==> config.mk <==
export PLATFORM = sky130hd
export DESIGN_NAME = tap_tempo_period_meter_core
export DESIGN_NICKNAME = d
export VERILOG_FILES = /design/src/rtl/ttpm_pkg.sv /design/src/rtl/ttpm_ctrl.sv /design/src/rtl/ttpm_dp.sv /design/src/rtl/tap_tempo_period_meter_core.sv
export SDC_FILE = /design/constraint.sdc
export NUM_CORES = 1
export LEC_CHECK = 0
export BUFFER_PORTS_ARGS = -buffer_cell sky130_fd_sc_hd__clkbuf_2
export CORE_UTILIZATION = 40
export CTS_CLUSTER_DIAMETER = 100
export DETAILED_ROUTE_END_ITERATION = 10
export PLACE_DENSITY = 0.6
export SKIP_CTS_REPAIR_TIMING = 1
export SLEW_MARGIN = 20
export SYNTH_ARGS = -nofsm -noshare
export SYNTH_HDL_FRONTEND = slang
export SYNTH_SLANG_ARGS = --single-unit
==> constraint.sdc <==
create_clock -name clk -period 7 [get_ports clk]
set_clock_uncertainty 0.1 [all_clocks]
set_input_delay 0.35 -clock clk [delete_from_list [all_inputs] [get_ports clk]]
set_output_delay 0.35 -clock clk [all_outputs]
set_load 0.005 [all_outputs]
==> src/rtl/ttpm_pkg.sv <==
// ----------------------------------------------------------------------------
// ttpm_pkg
// shared widths, register indexes, reset values and command type of the
// tap tempo period meter
// ----------------------------------------------------------------------------
package ttpm_pkg;

  localparam int SAMPLE_W   = 16;
  localparam int PERIOD_W   = 24;
  localparam int HYST_W     = 16;
  localparam int MINP_W     = 16;
  localparam int FACT_W     = 8;
  localparam int PROD_W     = PERIOD_W + FACT_W;
  localparam int REM_W      = FACT_W + 1;
  localparam int DIV_STEPS  = PROD_W;
  localparam int CNT_W      = $clog2(DIV_STEPS);
  localparam int CFG_IDX_W  = 3;
  localparam int CFG_DATA_W = 24;

  localparam logic [PERIOD_W-1:0] PERIOD_MAX = {PERIOD_W{1'b1}};

  // register indexes
  localparam logic [CFG_IDX_W-1:0] REG_HYST      = 3'd0;
  localparam logic [CFG_IDX_W-1:0] REG_MIN_PER   = 3'd1;
  localparam logic [CFG_IDX_W-1:0] REG_INIT_PER  = 3'd2;
  localparam logic [CFG_IDX_W-1:0] REG_DIVIDER   = 3'd3;
  localparam logic [CFG_IDX_W-1:0] REG_MULTIPLR  = 3'd4;

  // register reset values
  localparam logic [HYST_W-1:0]   HYST_RST     = 16'd96;
  localparam logic [MINP_W-1:0]   MIN_PER_RST  = 16'd5;
  localparam logic [PERIOD_W-1:0] INIT_PER_RST = 24'd24000;
  localparam logic [FACT_W-1:0]   FACT_RST     = 8'd1;

  typedef struct packed {
    logic accept;    // take the request and run the tap logic
    logic mul_go;    // form base period times divider
    logic div_step;  // one restoring division step
    logic out_load;  // load the result register
  } ttpm_cmd_t;

endpackage

==> src/rtl/ttpm_ctrl.sv <==
// ----------------------------------------------------------------------------
// ttpm_ctrl
// sequencer: accept, multiply, bit-serial divide, hand result to the output
// register and track its valid flag
// ----------------------------------------------------------------------------
module ttpm_ctrl (
  input  logic               clk,
  input  logic               rst_n,
  input  logic               in_valid,
  output logic               in_stall,
  output logic               out_valid,
  input  logic               out_stall,
  output ttpm_pkg::ttpm_cmd_t cmd
);
  import ttpm_pkg::*;

  typedef enum logic [1:0] {
    S_IDLE,
    S_MUL,
    S_DIV,
    S_DONE
  } state_t;

  localparam logic [CNT_W-1:0] CNT_LAST = CNT_W'(DIV_STEPS - 1);

  state_t           state_r, state_nxt;
  logic [CNT_W-1:0] cnt_r, cnt_nxt;
  logic             out_valid_r, out_valid_nxt;

  assign in_stall  = (state_r != S_IDLE);
  assign out_valid = out_valid_r;

  always_comb begin
    cmd.accept   = (state_r == S_IDLE) && in_valid;
    cmd.mul_go   = (state_r == S_MUL);
    cmd.div_step = (state_r == S_DIV);
    // result register is free when empty or being drained this cycle
    cmd.out_load = (state_r == S_DONE) && (!out_valid_r || !out_stall);
  end

  always_comb begin
    state_nxt     = state_r;
    cnt_nxt       = cnt_r;
    out_valid_nxt = out_valid_r;
    if (out_valid_r && !out_stall) begin
      out_valid_nxt = 1'b0;
    end
    unique case (state_r)
      S_IDLE: begin
        if (cmd.accept) begin
          state_nxt = S_MUL;
        end
      end
      S_MUL: begin
        cnt_nxt   = '0;
        state_nxt = S_DIV;
      end
      S_DIV: begin
        cnt_nxt = cnt_r + 1'b1;
        if (cnt_r == CNT_LAST) begin
          state_nxt = S_DONE;
        end
      end
      S_DONE: begin
        if (cmd.out_load) begin
          out_valid_nxt = 1'b1;
          state_nxt     = S_IDLE;
        end
      end
      default: state_nxt = S_IDLE;
    endcase
  end

  always_ff @(posedge clk) begin
    if (!rst_n) begin
      state_r     <= S_IDLE;
      cnt_r       <= '0;
      out_valid_r <= 1'b0;
    end else begin
      state_r     <= state_nxt;
      cnt_r       <= cnt_nxt;
      out_valid_r <= out_valid_nxt;
    end
  end

  a_accept_to_mul: assert property (@(posedge clk) disable iff (!rst_n)
    cmd.accept |=> state_r == S_MUL)
    else $error("accepted request did not start the multiply");

  a_mul_to_div: assert property (@(posedge clk) disable iff (!rst_n)
    state_r == S_MUL |=> (state_r == S_DIV && cnt_r == '0))
    else $error("division did not start at step zero");

  a_div_end: assert property (@(posedge clk) disable iff (!rst_n)
    (state_r == S_DIV && cnt_r == CNT_LAST) |=> state_r == S_DONE)
    else $error("division ran past its last step");

  a_load_valid: assert property (@(posedge clk) disable iff (!rst_n)
    cmd.out_load |=> (out_valid_r && state_r == S_IDLE))
    else $error("loaded result not flagged valid");

endmodule

==> src/rtl/ttpm_dp.sv <==
// ----------------------------------------------------------------------------
// ttpm_dp
// datapath: config registers, sample clock and tap logic, period multiply,
// bit-serial divide and the result register
// ----------------------------------------------------------------------------
module ttpm_dp #(
  parameter int CLOCK_WIDTH = 24
) (
  input  logic                                   clk,
  input  logic                                   rst_n,
  input  ttpm_pkg::ttpm_cmd_t                    cmd,
  input  logic                                   cfg_we,
  input  logic [ttpm_pkg::CFG_IDX_W-1:0]         cfg_index,
  input  logic [ttpm_pkg::CFG_DATA_W-1:0]        cfg_wdata,
  input  logic signed [ttpm_pkg::SAMPLE_W-1:0]   in_tap_sample,
  output logic [ttpm_pkg::PERIOD_W-1:0]          out_base_period,
  output logic [ttpm_pkg::PERIOD_W-1:0]          out_derived_period,
  output logic                                   out_tap_seen
);
  import ttpm_pkg::*;

  localparam int EW = (CLOCK_WIDTH > PERIOD_W) ? CLOCK_WIDTH : PERIOD_W;

  logic [HYST_W-1:0]      hyst_r;
  logic [MINP_W-1:0]      min_per_r;
  logic [FACT_W-1:0]      div_r, mul_r;

  logic [CLOCK_WIDTH-1:0] clock_r, clock_nxt;
  logic [CLOCK_WIDTH-1:0] latched_r, latched_nxt;
  logic [PERIOD_W-1:0]    period_r, period_nxt;
  logic                   tap_r;

  logic [PROD_W-1:0]      quo_r;
  logic [REM_W-1:0]       rem_r;

  logic [FACT_W-1:0]      div_eff, mul_eff;
  logic [MINP_W-1:0]      min_eff;
  logic                   tap;
  logic                   replace;
  logic [CLOCK_WIDTH-1:0] clk_diff;
  logic [REM_W-1:0]       rem_sh;
  logic [REM_W:0]         trial;
  logic [PERIOD_W-1:0]    cfg_floor;
  logic [PERIOD_W-1:0]    tap_floor;

  // max(v, lo), then clamp to the period range
  function automatic logic [PERIOD_W-1:0] floor_period(
    input logic [EW-1:0] v,
    input logic [MINP_W-1:0] lo
  );
    logic [EW-1:0] lo_x;
    logic [EW-1:0] p;
    lo_x = EW'(lo);
    p    = (v < lo_x) ? lo_x : v;
    if (p > EW'(PERIOD_MAX)) begin
      p = EW'(PERIOD_MAX);
    end
    return p[PERIOD_W-1:0];
  endfunction

  assign div_eff = (div_r == '0) ? FACT_W'(1) : div_r;
  assign mul_eff = (mul_r == '0) ? FACT_W'(1) : mul_r;
  assign min_eff = (min_per_r == '0) ? MINP_W'(1) : min_per_r;

  assign tap      = (in_tap_sample > $signed(SAMPLE_W'(0)));
  assign clk_diff = clock_r - latched_r;
  assign replace  = (clock_r < latched_r) || (clk_diff > CLOCK_WIDTH'(hyst_r));

  assign cfg_floor = floor_period(EW'(cfg_wdata[PERIOD_W-1:0]), min_eff);
  assign tap_floor = floor_period(EW'(latched_nxt), min_eff);

  always_comb begin
    latched_nxt = latched_r;
    if (replace) begin
      latched_nxt = clock_r;
    end
  end

  always_comb begin
    clock_nxt  = clock_r + 1'b1;
    period_nxt = period_r;
    if (tap) begin
      clock_nxt  = CLOCK_WIDTH'(1);
      period_nxt = tap_floor;
    end
  end

  // config registers and tap state; the initial period also loads the live period
  always_ff @(posedge clk) begin
    if (!rst_n) begin
      hyst_r     <= HYST_RST;
      min_per_r  <= MIN_PER_RST;
      div_r      <= FACT_RST;
      mul_r      <= FACT_RST;
      clock_r    <= '0;
      latched_r  <= '0;
      period_r   <= INIT_PER_RST;
    end else begin
      if (cfg_we) begin
        unique case (cfg_index)
          REG_HYST:     hyst_r    <= cfg_wdata[HYST_W-1:0];
          REG_MIN_PER:  min_per_r <= cfg_wdata[MINP_W-1:0];
          REG_INIT_PER: period_r  <= cfg_floor;
          REG_DIVIDER:  div_r     <= cfg_wdata[FACT_W-1:0];
          REG_MULTIPLR: mul_r     <= cfg_wdata[FACT_W-1:0];
          default: ;
        endcase
      end
      if (cmd.accept) begin
        clock_r <= clock_nxt;
        if (tap) begin
          latched_r <= latched_nxt;
        end
        period_r <= period_nxt;
      end
    end
  end

  // restoring division, one quotient bit per step, dividend shifted out msb first
  assign rem_sh = {rem_r[REM_W-2:0], quo_r[PROD_W-1]};
  assign trial  = {1'b0, rem_sh} - (REM_W+1)'(mul_eff);

  always_ff @(posedge clk) begin
    if (cmd.accept) begin
      tap_r <= tap;
    end
    if (cmd.mul_go) begin
      quo_r <= PROD_W'(period_r) * PROD_W'(div_eff);
      rem_r <= '0;
    end else if (cmd.div_step) begin
      if (!trial[REM_W]) begin
        rem_r <= trial[REM_W-1:0];
        quo_r <= {quo_r[PROD_W-2:0], 1'b1};
      end else begin
        rem_r <= rem_sh;
        quo_r <= {quo_r[PROD_W-2:0], 1'b0};
      end
    end
    if (cmd.out_load) begin
      out_base_period    <= period_r;
      out_derived_period <= (quo_r[PROD_W-1:PERIOD_W] != '0) ? PERIOD_MAX
                                                              : quo_r[PERIOD_W-1:0];
      out_tap_seen       <= tap_r;
    end
  end

endmodule

==> src/rtl/tap_tempo_period_meter_core.sv <==
// an accepted request passes the multiply, the 32-step bit-serial divider and
// the done state, where it waits until the output register can take the result;
// one request is in flight at a time; a finished result waits in the output
// register while the next request is taken
// reset: synchronous, active low; clears control, clock and interval, and
// loads the config registers and base period with their defaults
// ----------------------------------------------------------------------------
// tap_tempo_period_meter_core
// measures the interval between positive samples and reports base and
// scaled period in samples
// ----------------------------------------------------------------------------
module tap_tempo_period_meter_core #(
  parameter int CLOCK_WIDTH = 24
) (
  input  logic                                 clk,
  input  logic                                 rst_n,
  input  logic                                 cfg_we,
  input  logic [ttpm_pkg::CFG_IDX_W-1:0]       cfg_index,
  input  logic [ttpm_pkg::CFG_DATA_W-1:0]      cfg_wdata,
  input  logic                                 in_valid,
  output logic                                 in_stall,
  input  logic signed [ttpm_pkg::SAMPLE_W-1:0] in_tap_sample,
  output logic                                 out_valid,
  input  logic                                 out_stall,
  output logic [ttpm_pkg::PERIOD_W-1:0]        out_base_period,
  output logic [ttpm_pkg::PERIOD_W-1:0]        out_derived_period,
  output logic                                 out_tap_seen
);
  import ttpm_pkg::*;

  ttpm_cmd_t cmd;

  ttpm_ctrl u_ctrl (
    .clk       (clk),
    .rst_n     (rst_n),
    .in_valid  (in_valid),
    .in_stall  (in_stall),
    .out_valid (out_valid),
    .out_stall (out_stall),
    .cmd       (cmd)
  );

  ttpm_dp #(
    .CLOCK_WIDTH (CLOCK_WIDTH)
  ) u_dp (
    .clk                (clk),
    .rst_n              (rst_n),
    .cmd                (cmd),
    .cfg_we             (cfg_we),
    .cfg_index          (cfg_index),
    .cfg_wdata          (cfg_wdata),
    .in_tap_sample      (in_tap_sample),
    .out_base_period    (out_base_period),
    .out_derived_period (out_derived_period),
    .out_tap_seen       (out_tap_seen)
  );

endmodule

[After elaboration in Yosys (flattened, before gate mapping)]
Cells that the tools add are included.
Word-level totals
  register bits: 218
  word-level logic and storage cells: 89
  input port bits: 48
Cells by class
  mux-type cells: 25
  magnitude comparators: 7
  $add $sub $neg: 4
  equal/unequal tests: 12
  $mul: 1
  reductions and logical operators: 24
Operator list (count)
  $mux W24: 10
  $mux W32: 2
  $gt A24 B24 Y1 const B: 2
  $lt A24 B16 Y1: 2
  $mul A24 B8 Y32: 1
  $add A24 B1 Y24 const B: 1
  $gt A24 B16 Y1: 1
  $lt A24 B24 Y1: 1
  $mux W8: 3
  $sub A24 B24 Y24: 1
  $gt A16 B1 Y1 const B: 1
  $logic_not A16 Y1: 1
  $logic_not A8 Y1: 2
  $mux W16: 1
  $pmux W5 S2: 1
  $reduce_and A2 Y1: 5
  $sub A9 B8 Y10: 1
  $pmux W2 S4: 1
  $reduce_bool A2 Y1: 4
  $reduce_bool A8 Y1: 1
  $eq A3 B2 Y1 const B: 2
  $mux W2: 3
  $reduce_and A3 Y1: 2
  $add A5 B1 Y5 const B: 1
  13 further kinds: 23

[Longest topological paths before layout]
Gate-level depths: netlist (run 1).
  depth after elaboration: 10
  depth in mapped cells: 37
  depth with buffers taken out: 34

[Cells and area by module]
A second synthesis (run 1) with hierarchy kept.
Unflattened totals
  cells, all modules: 1922
  area, all modules: 17823.3 µm²
Modules (own cells, without submodules)
  ttpm_dp: sequential area each 5024.8 µm², cells each 1869, area an instance 17345.4 µm², instances 1
  ttpm_ctrl: sequential area each 160.2 µm², cells each 53, area an instance 478.0 µm², instances 1

[Least setup slack after synthesis (run 1)]
OpenSTA, ideal clock, no wires.
  kind: reg-to-reg
  from: register u_dp.clock_r[0]
  to: register u_dp.period_r[14]
  clock period less this slack: 6.887 ns
  data arrival time: 6.670 ns
  setup time: 0.117 ns
  stages on the path, launching flop included: 34
  path slack: 0.113 ns
  cells stage by stage: dfxtp_1 > clkbuf_1 > inv_1 > ha_1 > fa_1 > nand2b_1 > a21o_1 > a21oi_1 > nor2_1 > o21ai_0 > xor2_1 > ha_1 > nand4_1 > nor4_1 > a21boi_0 > a2111oi_0 > a21oi_1 > nor4_1 > nand4_1 > nor3_2 > buf_2 > mux2i_1 > inv_1 > ha_1 > nor2b_1 > o21ai_0 > nand2b_1 > nor3_1 > a2111oi_0 > nand3_1 > a21oi_2 > buf_6 > a21oi_1 > o22a_1
On the way
  cells in the longest elaborated chain, start to end: 10
  elaborated cells between the ends (all ways): 11
RTL lines
  start: declaration: line ttpm_dp.sv:28  | logic [CLOCK_WIDTH-1:0] clock_r, clock_nxt;
  start signal: assignment: line ttpm_dp.sv:110  | clock_r <= clock_nxt;
  $sub A24 B24 Y24: line ttpm_dp.sv:66  | assign clk_diff = clock_r - latched_r;
  $gt A24 B16 Y1: line ttpm_dp.sv:67  | assign replace = (clock_r < latched_r) || (clk_diff > CLOCK_WIDTH'(hyst_r));
  $logic_or A1 B1 Y1 (*): line ttpm_dp.sv:67
  $mux W24 (*): line ttpm_dp.sv:74  | if (replace) begin
  net u_dp.latched_nxt[6]: line ttpm_dp.sv:29  | logic [CLOCK_WIDTH-1:0] latched_r, latched_nxt;
  $lt A24 B16 Y1: line ttpm_dp.sv:54  | p = (v < lo_x) ? lo_x : v;
  $mux W24 (*): line ttpm_dp.sv:54
  $gt A24 B24 Y1: line ttpm_dp.sv:55  | if (p > EW'(PERIOD_MAX)) begin
  $mux W24 (*): line ttpm_dp.sv:55
  $mux W24 (*): line ttpm_dp.sv:82  | if (tap) begin
  $mux W24 (*): line ttpm_dp.sv:109  | if (cmd.accept) begin
  end signal: assignment: line ttpm_dp.sv:103  | REG_INIT_PER: period_r <= cfg_floor;
  end signal: assignment: line ttpm_dp.sv:114  | period_r <= period_nxt;
  end: declaration: line ttpm_dp.sv:30  | logic [PERIOD_W-1:0] period_r, period_nxt;
The timed path passes the listed nets; every way through them passes the cells marked *. The select of a mux whose other input is x is not followed.
A chain may end at the register's enable or synchronous reset.

[Final worst setup path (run 1)]
  from: register u_dp.latched_r[0]
  to: register u_dp.period_r[10]
On the way
  cells in the longest elaborated chain, start to end: 10
  elaborated cells between the ends (all ways): 11
RTL lines
  start: declaration: line ttpm_dp.sv:29
  start signal: assignment: line ttpm_dp.sv:112  | latched_r <= latched_nxt;
  $sub A24 B24 Y24: line ttpm_dp.sv:66
  $gt A24 B16 Y1: line ttpm_dp.sv:67
  $logic_or A1 B1 Y1 (*): line ttpm_dp.sv:67
  $mux W24 (*): line ttpm_dp.sv:74
  net u_dp.latched_nxt[1]: line ttpm_dp.sv:29
  $lt A24 B16 Y1: line ttpm_dp.sv:54
  $mux W24 (*): line ttpm_dp.sv:54
  $gt A24 B24 Y1: line ttpm_dp.sv:55
  $mux W24 (*): line ttpm_dp.sv:55
  $mux W24 (*): line ttpm_dp.sv:82
  $mux W24 (*): line ttpm_dp.sv:109
Marked as above.

==> results of run 1 <==
## per-layer routing
layer  vias up  GRT usage, %
met4         2         5.872
met5         -             0
met3        69         2.498
li1       6692             -
met2       364         35.87
met1      6922         30.42
## sequential cells by signal (all words and copies together), names as in the netlist, 5 cells and up
signal and flops:
u_ctrl.cnt_r 5, u_dp.clock_r 24, u_dp.div_r 8, u_dp.hyst_r 16, u_dp.latched_r 24, u_dp.min_per_r 16
u_dp.mul_r 8, u_dp.out_base_period 24, u_dp.out_derived_period 24, u_dp.period_r 24, u_dp.quo_r 32, u_dp.rem_r 8
## cell usage after synthesis (3+ instances only)
library cell,number
o21ai_0,71
or3_1,3
a21o_1,34
a21boi_0,3
buf_1,16
ha_1,138
nand2_1,275
xor2_1,32
a21o_2,6
dfxtp_1,136
a22o_1,9
mux2_2,27
o211ai_1,15
and4_1,4
nor2b_1,17
o31ai_1,3
nand3_1,30
xnor2_1,34
or2_2,25
o21a_1,8
a31oi_1,4
mux2i_1,46
buf_2,3
a211o_1,4
and3_1,12
and2_1,87
a211oi_1,26
nor2_1,123
o22a_1,7
a2111oi_0,3
a31o_2,3
clkbuf_1,74
nand2b_1,23
o21bai_1,4
a21oi_1,119
fa_1,134
inv_1,225
nor3_1,20
o21ai_1,4
nor4_1,17
nand4_1,14
edfxtp_1,82
## kinds of logic after synthesis
kind of cell,count (synthesis),share of synthesized area (%)
buf+inv,319,6.935
compound gates,342,12.59
fa+ha+maj,272,25.30
flops,218,29.75
simple gates,658,17.73
mux,73,4.387
xor+xnor,66,3.317
## layout make-up
class | count | area, sq um
repair buffers | 169 | 1126
flip-flops and latches | 218 | 5192
multi-input cells | 1412 | 11240
inverters | 225 | 844.6
clock buffers | 41 | 873.3
clock inverters | 10 | 113.9
well taps | 585 | 732.0
fillers | 4206 | 22860
## how the worst max path moves through the flow
| stage | startpoint | endpoint | slack [ns] |
|---|---|---|---|
| global route | u_dp.latched_r[2]$_SDFFE_PN0P_ | u_dp.period_r[5]$_SDFFE_PN0P_ | -0.08 |
| global placement | u_dp.clock_r[0]$_SDFFE_PN0P_ | u_dp.period_r[8]$_SDFFE_PN1P_ | 0.03 |
| detailed placement | u_dp.latched_r[0]$_SDFFE_PN0P_ | u_dp.period_r[14]$_SDFFE_PN1P_ | -0.1 |
| CTS | u_dp.latched_r[0]$_SDFFE_PN0P_ | u_dp.period_r[14]$_SDFFE_PN1P_ | -0.13 |
| finish | u_dp.latched_r[0]$_SDFFE_PN0P_ | u_dp.period_r[10]$_SDFFE_PN1P_ | 0.29 |
| floorplan | u_dp.clock_r[0]$_SDFFE_PN0P_ | u_dp.period_r[14]$_SDFFE_PN1P_ | 0.11 |
## cell usage in the layout, fill, tap and decap left out, types with 7 or more instances in the layout
master | netlist | layout
xor2_1 | 32 | 32
a21o_1 | 34 | 34
mux2_2 | 27 | 27
nor3_1 | 20 | 17
o211ai_1 | 15 | 15
clkbuf_16 | 0 | 32
xnor2_1 | 34 | 34
and2_1 | 87 | 87
edfxtp_1 | 82 | 82
dfxtp_1 | 136 | 130
dlygate4sd3_1 | 0 | 9
o21ai_0 | 71 | 68
nand4_1 | 14 | 14
inv_1 | 225 | 224
clkbuf_2 | 0 | 98
mux2i_1 | 46 | 40
nor4_1 | 17 | 16
nor2b_1 | 17 | 16
a22o_1 | 9 | 9
nand3_1 | 30 | 29
buf_4 | 0 | 56
and3_1 | 12 | 12
a21oi_1 | 119 | 114
nor2_1 | 123 | 122
fa_1 | 134 | 134
o21a_1 | 8 | 8
nand2b_1 | 23 | 23
o22a_1 | 7 | 7
or2_2 | 25 | 25
a211oi_1 | 26 | 26
nand2_1 | 275 | 275
ha_1 | 138 | 133
## power groups by stage
stage                     clock (W)  combinational [W]  sequential, W
after floorplan                   0            0.00129        0.00170
after global placement            0            0.00166        0.00182
after detailed placement          0            0.00170        0.00182
after CTS                   0.00155            0.00171        0.00180
after global routing        0.00160            0.00197        0.00183
final                       0.00152            0.00175        0.00180
## stage by stage
stage	total power [W]	cell area, sq um	std cells	worst slack, ns
after floorplan	0.002990	17430	1948	0.1132
final	0.005070	20120	2660	0.2900
after global placement	0.003473	18700	2584	0.03254
after global routing	0.005393	20120	2660	-0.07868
after detailed placement	0.003517	18700	2584	-0.09720
after CTS	0.005057	19690	2635	-0.1269
## worst max-delay path: cells and delay by family (launching register included)
kind                       cells  cell delay [ns]
adders and majority gates      4             1.07
xor gates and xnor gates       1             0.17
muxes                          1             0.24
DFF                            1             0.35
and+or+nand+nor               12             2.71
buffers and inverters          4             0.49
AOI/OAI and AO/OA              8             1.48
==> metrics.md, run 1 <==
| Metric | Value |
|---|---|
| Layout net count | `2374` |
| Hold wc startpoint | `out_stall` |
| Mapped Avg Cell Area | `between 8 and 9 sq um` |
| Max Freq | `0.1490 GHz` |
| GP Congestion | `0.9285` |
| CP endpoint kind | `flip-flop` |
| Total Wirelength | `47.64 mm` |
| Ys flop type | `dfxtp_1` |
| Leak Pwr | `about 9 nW` |
| Sum Neg Setup Slack | `0 ns` |
| CTS Buffer Depth | `3` |
| WHS Endpoint | `u_ctrl.out_valid$_SDFF_PN0_` |
| Core box area | `42980 sq um` |
| Part of the power in combinational logic | `34.5%` |
| Area grow syn2layout | `15.47%` |
| Yosys reg bits | `around 220` |
| RR Endpoint | `u_dp.period_r[10]$_SDFFE_PN1P_` |
| Die Width | `210.7 microns` |
| First drt pass iteration count | `6` |
| Yosys top cell area share | `between 15 and 20%` |
| Die height | `~210 microns` |
| Syn_nets | `~2300` |
| Per-cell routed wire length | `~18 microns` |
| Worst-Skew Late Latency | `0.60 ns` |
| Mapped cell area | `17430 sq um` |
| Met3 routed WL | `2.759 mm` |
| Final hold vios | `1` |
| PortBufs | `98` |
| Drt initial violations | `856` |
| Relative slew slack | `between 20% and 30%` |
| Ant diodes | `0` |
| Fin util | `46.82%` |
| Max Cap Viol | `0` |
| Final Cycle Share | `95.86%` |
| R2R depth | `30` |
| FP Rows | `76` |
| Outcome | `finished with violations` |
| Synth warn | `0` |
| Number of routed nets with antenna violations | `0` |
| Pwr/cell area | `251.9 nW/um^2` |
| Worst R2R Setup Slack | `0.29 ns` |
| Most frequent CP cell | `nand4_1` |
| Initial antenna violation count | `1` |
| Hold Path Class | `primary input to flip-flop` |
| Clk sinks | `about 220` |
| Req. time, crit path | `7.39 ns` |
| Worst-margin pin slew | `1.063 ns` |
| DR top layer | `met5` |
| CP Launch Type | `flip-flop` |
| Die area | `44410 sq um` |
| Hold Worst Slack | `-0.003928 ns` |
| # setup viols final | `0` |
| WL met1 | `21.68 mm` |
| Crit-path max FO | `7` |
| Clk pwr share | `between 30% and 40%` |
| Minimum clock period | `6.710 ns` |
| Yosys cell types | `67` |
| CTS tree | `built` |
| Num ports | `between 90 and 100` |
| CTS Root Cell | `clkbuf_16` |
| Asr flop ratio synth | `0%` |
| Layout cells sized above 1 | `15.23%` |
| Switching share of power | `35.99%` |
| Number of buffers created by CTS | `28` |
| P_sw | `between 0.0015 and 0.002 W` |
| Largest net degree at the start of global routing | `66` |
| Max Slew Vio Count | `0` |
| Slowest CP cell | `or4_4` |
| DR WL met2 | `22.12 mm` |
| Clk slew on worst S/H paths | `0.06 ns` |
| Overall routing resource usage | `21.84%` |
| Post-synth EDFFs | `82` |
| Area leader, netlist | `dfxtp_1` |
| Synth area leaders | `dfxtp_1, fa_1, edfxtp_1, ha_1, nand2_1` |
| # DRC | `0` |
| Hold depth | `3` |
| CTS H-tree lvls | `1` |
| First-pass GRT wire length | `around 76 mm` |
| Vias per inst | `roughly 5.3` |
| R2R Path Start | `u_dp.latched_r[0]$_SDFFE_PN0P_` |
| Initial core utilization | `40.55%` |
| Total number of vias | `14049` |
| CP arrival | `7.10 ns` |
| Failing checks | `negative hold slack` |
| Critical path class | `flip-flop to flip-flop` |
| Hpwl dp | `35.56 mm` |
| Grt total ovfl | `0` |
| Cells after Synth | `1948` |
| Sequential share of the synthesized area | `29.75%` |
| Seq pwr share | `35.5%` |
| Internal cell power | `~0.0032 W` |
| IR drop worst, VDD | `0.0002796 V` |
| Vias in the first global route | `14234` |
| Delay of the slowest critical-path stage | `0.57 ns` |
No activity file was read; power rests on OpenSTA's default activity.
==> inputs of run 2 (changes only) <==
--- a/config.mk
+++ b/config.mk
@@ -6,10 +6,10 @@
 export NUM_CORES = 1
 export LEC_CHECK = 0
 export BUFFER_PORTS_ARGS = -buffer_cell sky130_fd_sc_hd__clkbuf_2
-export CORE_UTILIZATION = 40
+export CORE_UTILIZATION = 57
 export CTS_CLUSTER_DIAMETER = 100
 export DETAILED_ROUTE_END_ITERATION = 10
-export PLACE_DENSITY = 0.6
+export PLACE_DENSITY = 0.8
 export SKIP_CTS_REPAIR_TIMING = 1
 export SLEW_MARGIN = 20
 export SYNTH_ARGS = -nofsm -noshare
==> run 2 against run 1 <==
Compared with the run above:
- the run still ends with negative hold slack left
- maximum frequency grew 0.29%
- combinational power barely moved
- total power fell by 2.5%
- register-to-register slack better by 0.02 ns
- routed wire length fell by 5.0%
- clock power decreased by 7%
- setup slack improved by 0.019 ns
- sequential power is essentially flat
- die area decreased by 30%
- global-route usage grew 7.8 points
- final cell count shrank 8.1%
- largest power group unchanged
==> metrics.md, run 2 (synthesis results as in run 1) <==
| Metric | Value |
|---|---|
| Hold Path Class | `primary input to flip-flop (unchanged)` |
| CP bufs+invs | `4 (unchanged)` |
| Setup WS post-layout | `0.3093 ns (was 0.2900 ns)` |
| Die Width | `176.9 microns (was 210.7 microns)` |
| CTS Buffer Depth | `3 (unchanged)` |
| Die area | `31280 sq um (was 44410 sq um)` |
| Die height | `176.9 microns (was 210.7 microns)` |
| Clk pwr share | `28.7% (was 30.0%)` |
| Part of the power in combinational logic | `34.8% (was 34.5%)` |
| Crit-path max FO | `7 (unchanged)` |
| Core box area | `29870 sq um (was 42980 sq um)` |
| Layout net count | `2353 (was 2374)` |
| DP Worst Slack | `-0.1517 ns (was -0.09720 ns)` |
| Overall routing resource usage | `29.61% (was 21.84%)` |
| Failing checks | `negative hold slack (unchanged)` |
| Largest net degree at the start of global routing | `50 (was 66)` |
| Slowest CP cell | `dfxtp_1 (was or4_4)` |
| Vias in the first global route | `14313 (was 14234)` |
| # setup viols final | `0 (unchanged)` |
| CP arrival | `7.02 ns (was 7.10 ns)` |
| Internal cell power | `0.003181 W (was 0.003245 W)` |
| Number of routed nets with antenna violations | `0 (unchanged)` |
| Drt initial violations | `1079 (was 856)` |
| Max Slew Vio Count | `0 (unchanged)` |
| First drt pass iteration count | `5 (was 6)` |
| Max Cap Viol | `0 (unchanged)` |
| Initial core utilization | `58.34% (was 40.55%)` |
| Hpwl dp | `34.32 mm (was 35.56 mm)` |
| Total number of vias | `14315 (was 14049)` |
| Delay of the slowest critical-path stage | `0.36 ns (was 0.57 ns)` |
| Relative slew slack | `28.42% (was 29.10%)` |
| Leak Pwr | `8.748 nW (was 8.907 nW)` |
| Clk sinks | `218 (unchanged)` |
| IR drop worst, VDD | `0.0003150 V (was 0.0002796 V)` |
| First-pass GRT wire length | `73.17 mm (was 76.47 mm)` |
| Non-Filler Instances | `2444 (was 2660)` |
| Commonest non-fill, non-tap cells in the layout | `nand2_1, inv_1, ha_1, dfxtp_1, fa_1 (was nand2_1, inv_1, fa_1, ha_1, dfxtp_1)` |
| Delay-heaviest family, CP | `compound AO/OA/AOI/OAI gates (was simple AND/OR/NAND/NOR gates)` |
| GP Congestion | `1.002 (was 0.9285)` |
| Max Freq | `0.1495 GHz (was 0.1490 GHz)` |
| Initial antenna violation count | `3 (was 1)` |
| Switching share of power | `35.67% (was 35.99%)` |
| Crit. path cell count | `34 (was 30)` |
| Max reg flops | `32 (unchanged)` |
| Req. time, crit path | `7.33 ns (was 7.39 ns)` |
| Num ports | `99 (unchanged)` |
| Most flop-heavy register | `u_dp.quo_r (unchanged)` |
| Pwr/cell area | `253.9 nW/um^2 (was 251.9 nW/um^2)` |
| Tot Pwr | `0.004944 W (was 0.005070 W)` |
| P_sw | `0.001763 W (was 0.001825 W)` |
| Per-cell routed wire length | `18.51 microns (was 17.91 microns)` |
| Final hold vios | `1 (unchanged)` |
| Area grow syn2layout | `11.72% (was 15.47%)` |
| Layout cells sized above 1 | `14.08% (was 15.23%)` |
| Final Cycle Share | `95.58% (was 95.86%)` |
| Worst-margin pin slew | `1.074 ns (was 1.063 ns)` |
| Placed cell count | `2387 (was 2584)` |
| Clk slew on worst S/H paths | `0.06 ns (about the same)` |
| Hold depth | `3 (unchanged)` |
| Total Wirelength | `45.25 mm (was 47.64 mm)` |
| CP Launch Type | `flip-flop (unchanged)` |
| Seq pwr share | `36.5% (was 35.5%)` |
| Hold Worst Slack | `-0.01401 ns (was -0.003928 ns)` |
| Critical path class | `flip-flop to flip-flop (unchanged)` |
| Minimum clock period | `6.691 ns (was 6.710 ns)` |
| Fillers | `2403 (was 4206)` |
| Vias per inst | `5.857 (was 5.282)` |
| Most common cell after layout, fill and taps aside | `nand2_1 (unchanged)` |
| CP endpoint kind | `flip-flop (unchanged)` |
| PortBufs | `98 (unchanged)` |
| Grt total ovfl | `0 (unchanged)` |
| CTS tree | `built (unchanged)` |
| R2R depth | `34 (was 30)` |
| Outcome | `finished with violations (unchanged)` |
| # DRC | `0 (unchanged)` |
| FP Rows | `63 (was 76)` |
| Number of buffers created by CTS | `26 (was 28)` |
| CTS H-tree lvls | `1 (unchanged)` |
| Most frequent CP cell | `a21oi_1 (was nand4_1)` |
| CTS Root Cell | `clkbuf_16 (unchanged)` |
| Worst-Skew Late Latency | `0.55 ns (was 0.60 ns)` |
run 2: cell types whose count changed in the layout (fill, tap and decap cells not counted), moves of 3 or more:
cell           previous run  this run
a21oi_1                 114       117
buf_12                    5         0
buf_4                    56        49
buf_6                     0         4
clkbuf_1                  4         7
clkbuf_16                32        28
clkbuf_8                  6         2
dfxtp_1                 130       135
dfxtp_2                   6         1
dlygate4sd3_1             9         0
ha_1                    133       136
run 2: final timing paths:
path | startpoint | endpoint | slack (ns)
worst max register to register | u_dp.latched_r[2]$_SDFFE_PN0P_ | u_dp.period_r[8]$_SDFFE_PN1P_ | 0.31
worst min register to register | u_dp.tap_r$_DFFE_PP_ | u_dp.out_tap_seen$_DFFE_PP_ | 0.35
worst max-delay path | u_dp.latched_r[2]$_SDFFE_PN0P_ | u_dp.period_r[8]$_SDFFE_PN1P_ | 0.31
worst min-delay path | cfg_wdata[12] | u_dp.min_per_r[12]$_SDFFE_PN0P_ | -0.01
run 2: layout make-up:
| cell class | count | area, sq um | area share, % |
|---|---|---|---|
| sequential | 218 | 5186 | 26.64 |
| multi-input combinational | 1411 | 11150 | 57.28 |
| clock inverter | 10 | 133.9 | 0.6876 |
| antenna | 1 | 2.502 | 0.01285 |
| timing repair buffer | 151 | 903.4 | 4.640 |
| inverter | 225 | 844.6 | 4.338 |
| clock buffer | 38 | 759.5 | 3.901 |
| tap | 390 | 488.0 | 2.506 |
run 2: worst min-delay path, cell delays in order:
cell and delay, ns:
clkbuf_2 0.12, nand2_1 0.06, a21oi_1 0.05
run 2: layer usage:
metal	vias to the layer above	global-route usage, %	wire length (microns)
met2	583	48.04	20960
met3	123	5.928	3804
li1	6652	-	-
met4	4	11.49	1759
met1	6953	38.84	18700
met5	-	0	27
run 2: metrics by stage:
stage	instance area, sq um	util [%]	TNS, ns
3_3_place_gp	18400	61.59	0
6_report	19470	65.17	0
5_1_grt	19470	65.16	-0.6461
4_1_cts	19290	64.58	-1.709
2_1_floorplan	17430	-	0
3_5_place_dp	18400	61.59	-1.196
run 2: power by group through the flow:
| stage | logic [W] | registers, W | clock network [W] |
|---|---|---|---|
| final | 0.00172 | 0.00180 | 0.00142 |
| after CTS | 0.00168 | 0.00179 | 0.00144 |
| after detailed placement | 0.00167 | 0.00182 | 0 |
| after floorplan | 0.00129 | 0.00170 | 0 |
| after global placement | 0.00160 | 0.00181 | 0 |
| after global routing | 0.00191 | 0.00182 | 0.00148 |
==> inputs of run 3 (changes only) <==
--- a/config.mk
+++ b/config.mk
@@ -9,7 +9,8 @@
 export CORE_UTILIZATION = 57
 export CTS_CLUSTER_DIAMETER = 100
 export DETAILED_ROUTE_END_ITERATION = 10
-export PLACE_DENSITY = 0.8
+export PLACE_DENSITY = 0.78
+export REMOVE_ABC_BUFFERS = 1
 export SKIP_CTS_REPAIR_TIMING = 1
 export SLEW_MARGIN = 20
 export SYNTH_ARGS = -nofsm -noshare
==> run 3 against run 2 <==
Compared with the run above:
- the flow now finishes without violations
- register-to-register slack got worse by 0.11 ns
- flip-flop and latch count did not move
- via count fell by 2.4%
- routed wire length fell by 6.1%
- critical endpoint is now u_dp.period_r[12]$_SDFFE_PN1P_
- highest routed layer is now met4
==> metrics.md, run 3 (synthesis results as in run 1) <==
| Metric | Value |
|---|---|
| Minimum clock period | `6.797 ns (was 6.691 ns)` |
| CTS Buffer Depth | `3 (unchanged)` |
| Max Cap Viol | `0 (unchanged)` |
| Most common cell after layout, fill and taps aside | `nand2_1 (unchanged)` |
| CP Launch Type | `flip-flop (unchanged)` |
| Layout cells sized above 1 | `13.77% (was 14.08%)` |
| PortBufs | `98 (unchanged)` |
| Die Width | `176.9 microns (unchanged)` |
| Relative slew slack | `27.16% (was 28.42%)` |
| Total number of vias | `13965 (was 14315)` |
| Part of the power in combinational logic | `34.2% (was 34.8%)` |
| Final hold vios | `0 (was 1)` |
| Number of routed nets with antenna violations | `0 (unchanged)` |
| Worst-Skew Late Latency | `0.55 ns (about the same)` |
| # DRC | `0 (unchanged)` |
| Vias per inst | `5.726 (was 5.857)` |
| Area grow syn2layout | `12.08% (was 11.72%)` |
| Total Wirelength | `42.47 mm (was 45.25 mm)` |
| Hpwl dp | `31.42 mm (was 34.32 mm)` |
| Pwr/cell area | `251.1 nW/um^2 (was 253.9 nW/um^2)` |
| Seq pwr share | `36.5% (about the same)` |
| Clk pwr share | `29.3% (was 28.7%)` |
| Overall routing resource usage | `27.09% (was 29.61%)` |
| Most frequent CP cell | `nand4_1 (was a21oi_1)` |
| CTS tree | `built (unchanged)` |
| IR drop worst, VDD | `0.0002114 V (was 0.0003150 V)` |
| Hold Path Class | `primary input to flip-flop (unchanged)` |
| Num ports | `99 (unchanged)` |
| GP Congestion | `0.9172 (was 1.002)` |
| Most flop-heavy register | `u_dp.quo_r (unchanged)` |
| Initial antenna violation count | `0 (was 3)` |
| CTS Root Cell | `clkbuf_16 (unchanged)` |
| CTS H-tree lvls | `1 (unchanged)` |
| Req. time, crit path | `7.34 ns (was 7.33 ns)` |
| Vias in the first global route | `13553 (was 14313)` |
| Max Slew Vio Count | `0 (unchanged)` |
| Max Freq | `0.1471 GHz (was 0.1495 GHz)` |
| Outcome | `finished clean (was finished with violations)` |
| Footprint of the multi-input gates | `11180 sq um (was 11150 sq um)` |
| Worst-margin pin slew | `1.089 ns (was 1.074 ns)` |
| Slowest CP cell | `or4_1 (was dfxtp_1)` |
| Critical path class | `flip-flop to flip-flop (unchanged)` |
| Crit-path max FO | `7 (unchanged)` |
| Layout net count | `2352 (was 2353)` |
| Initial core utilization | `58.34% (unchanged)` |
| CP endpoint kind | `flip-flop (unchanged)` |
| First drt pass iteration count | `5 (unchanged)` |
| Die area | `31280 sq um (unchanged)` |
| Sum Neg Setup Slack | `0 ns (unchanged)` |
| Core box area | `29870 sq um (unchanged)` |
| Max reg flops | `32 (unchanged)` |
| Clk sinks | `218 (unchanged)` |
| Number of buffers created by CTS | `26 (unchanged)` |
| Grt total ovfl | `0 (unchanged)` |
| Die height | `176.9 microns (unchanged)` |
| P_sw | `0.001721 W (was 0.001763 W)` |
| FP Rows | `63 (unchanged)` |
| Delay of the slowest critical-path stage | `0.57 ns (was 0.36 ns)` |
| Switching share of power | `35.08% (was 35.67%)` |
| Largest net degree at the start of global routing | `76 (was 50)` |
| Fin util | `65.38% (was 65.17%)` |
| CP arrival | `7.14 ns (was 7.02 ns)` |
| Final Cycle Share | `97.10% (was 95.58%)` |
| Internal cell power | `0.003185 W (was 0.003181 W)` |
| Leak Pwr | `8.742 nW (was 8.748 nW)` |
| Reg area | `5185 sq um (was 5186 sq um)` |
| Drt initial violations | `1045 (was 1079)` |
| Clk slew on worst S/H paths | `0.06 ns (about the same)` |
| Commonest non-fill, non-tap cells in the layout | `nand2_1, inv_1, dfxtp_1, ha_1, fa_1 (was nand2_1, inv_1, ha_1, dfxtp_1, fa_1)` |
| First-pass GRT wire length | `67.41 mm (was 73.17 mm)` |
| Per-cell routed wire length | `17.41 microns (was 18.51 microns)` |
| # setup viols final | `0 (unchanged)` |
| Fillers | `2411 (was 2403)` |
==> run 3: cell types whose count changed in the layout (fill, tap and decap cells not counted), moves of 2 or more <==
| cell | previous run | this run |
|---|---|---|
| a21oi_4 | 0 | 2 |
| buf_12 | 0 | 2 |
| buf_4 | 49 | 47 |
| buf_6 | 4 | 0 |
| clkbuf_1 | 7 | 4 |
| clkbuf_16 | 28 | 31 |
| clkinv_2 | 4 | 2 |
| clkinvlp_4 | 0 | 2 |
| ha_1 | 136 | 134 |
| ha_4 | 0 | 3 |
| mux2i_1 | 38 | 43 |
| mux2i_2 | 6 | 2 |
==> run 3: final timing paths <==
check | start | end | slack (ns) | cells past startpoint
max reg2reg | u_dp.clock_r[0]$_SDFFE_PN0P_ | u_dp.period_r[12]$_SDFFE_PN1P_ | 0.20 | 30
min | out_stall | u_ctrl.out_valid$_SDFF_PN0_ | 0.003 | 3
max | u_dp.clock_r[0]$_SDFFE_PN0P_ | u_dp.period_r[12]$_SDFFE_PN1P_ | 0.20 | 30
min reg2reg | u_dp.tap_r$_DFFE_PP_ | u_dp.out_tap_seen$_DFFE_PP_ | 0.33 | 0
==> run 3: metal layers <==
layer	part of all wire [%]	up-vias	track usage, %
met5	0	-	0
met4	3.5	0	10.38
met3	5.9	110	3.458
met2	48	508	46.54
met1	42	6694	34.70
li1	-	6653	-
==> run 3: through the flow <==
step                worst slack [ns]  hold WS [ns]  instances  total power, W  instance area [sq um]
floorplan                    -0.6425        0.3003       1854        0.002957                  17060
detailed placement           -0.2615        0.3177       2379        0.003437                  18350
finish                        0.2032      0.003229       2439        0.004905                  19530
global placement            0.007760        0.3093       2379        0.003365                  18350
global route                -0.07754       0.03007       2438        0.005183                  19530
CTS                          -0.2567      -0.01017       2423        0.004880                  19250
==> run 3: cell type report <==
class | count | share of cell area [%]
flip-flops and latches | 218 | 26.55
repair buffers | 149 | 4.779
diodes | 1 | 0.01281
well taps | 390 | 2.498
clock inverters | 9 | 0.6790
inverters | 225 | 4.324
multi-input cells | 1412 | 57.23
clock buffers | 35 | 3.933
==> run 3: critical path: cells and delay by family (launching register included) <==
kind / cells / cell delay (ns)
buf+inv: 4 / 0.43
fa+ha+maj: 4 / 1.02
xor+xnor: 1 / 0.21
compound gates: 8 / 1.59
flops: 1 / 0.33
simple gates: 12 / 2.76
mux: 1 / 0.25
==> run 3: power groups by stage <==
stage | registers, W | logic [W] | clock network, W
after floorplan | 0.00174 | 0.00122 | 0
after global placement | 0.00180 | 0.00156 | 0
after detailed placement | 0.00181 | 0.00163 | 0
after CTS | 0.00179 | 0.00164 | 0.00145
after global routing | 0.00182 | 0.00187 | 0.00150
final | 0.00179 | 0.00168 | 0.00144
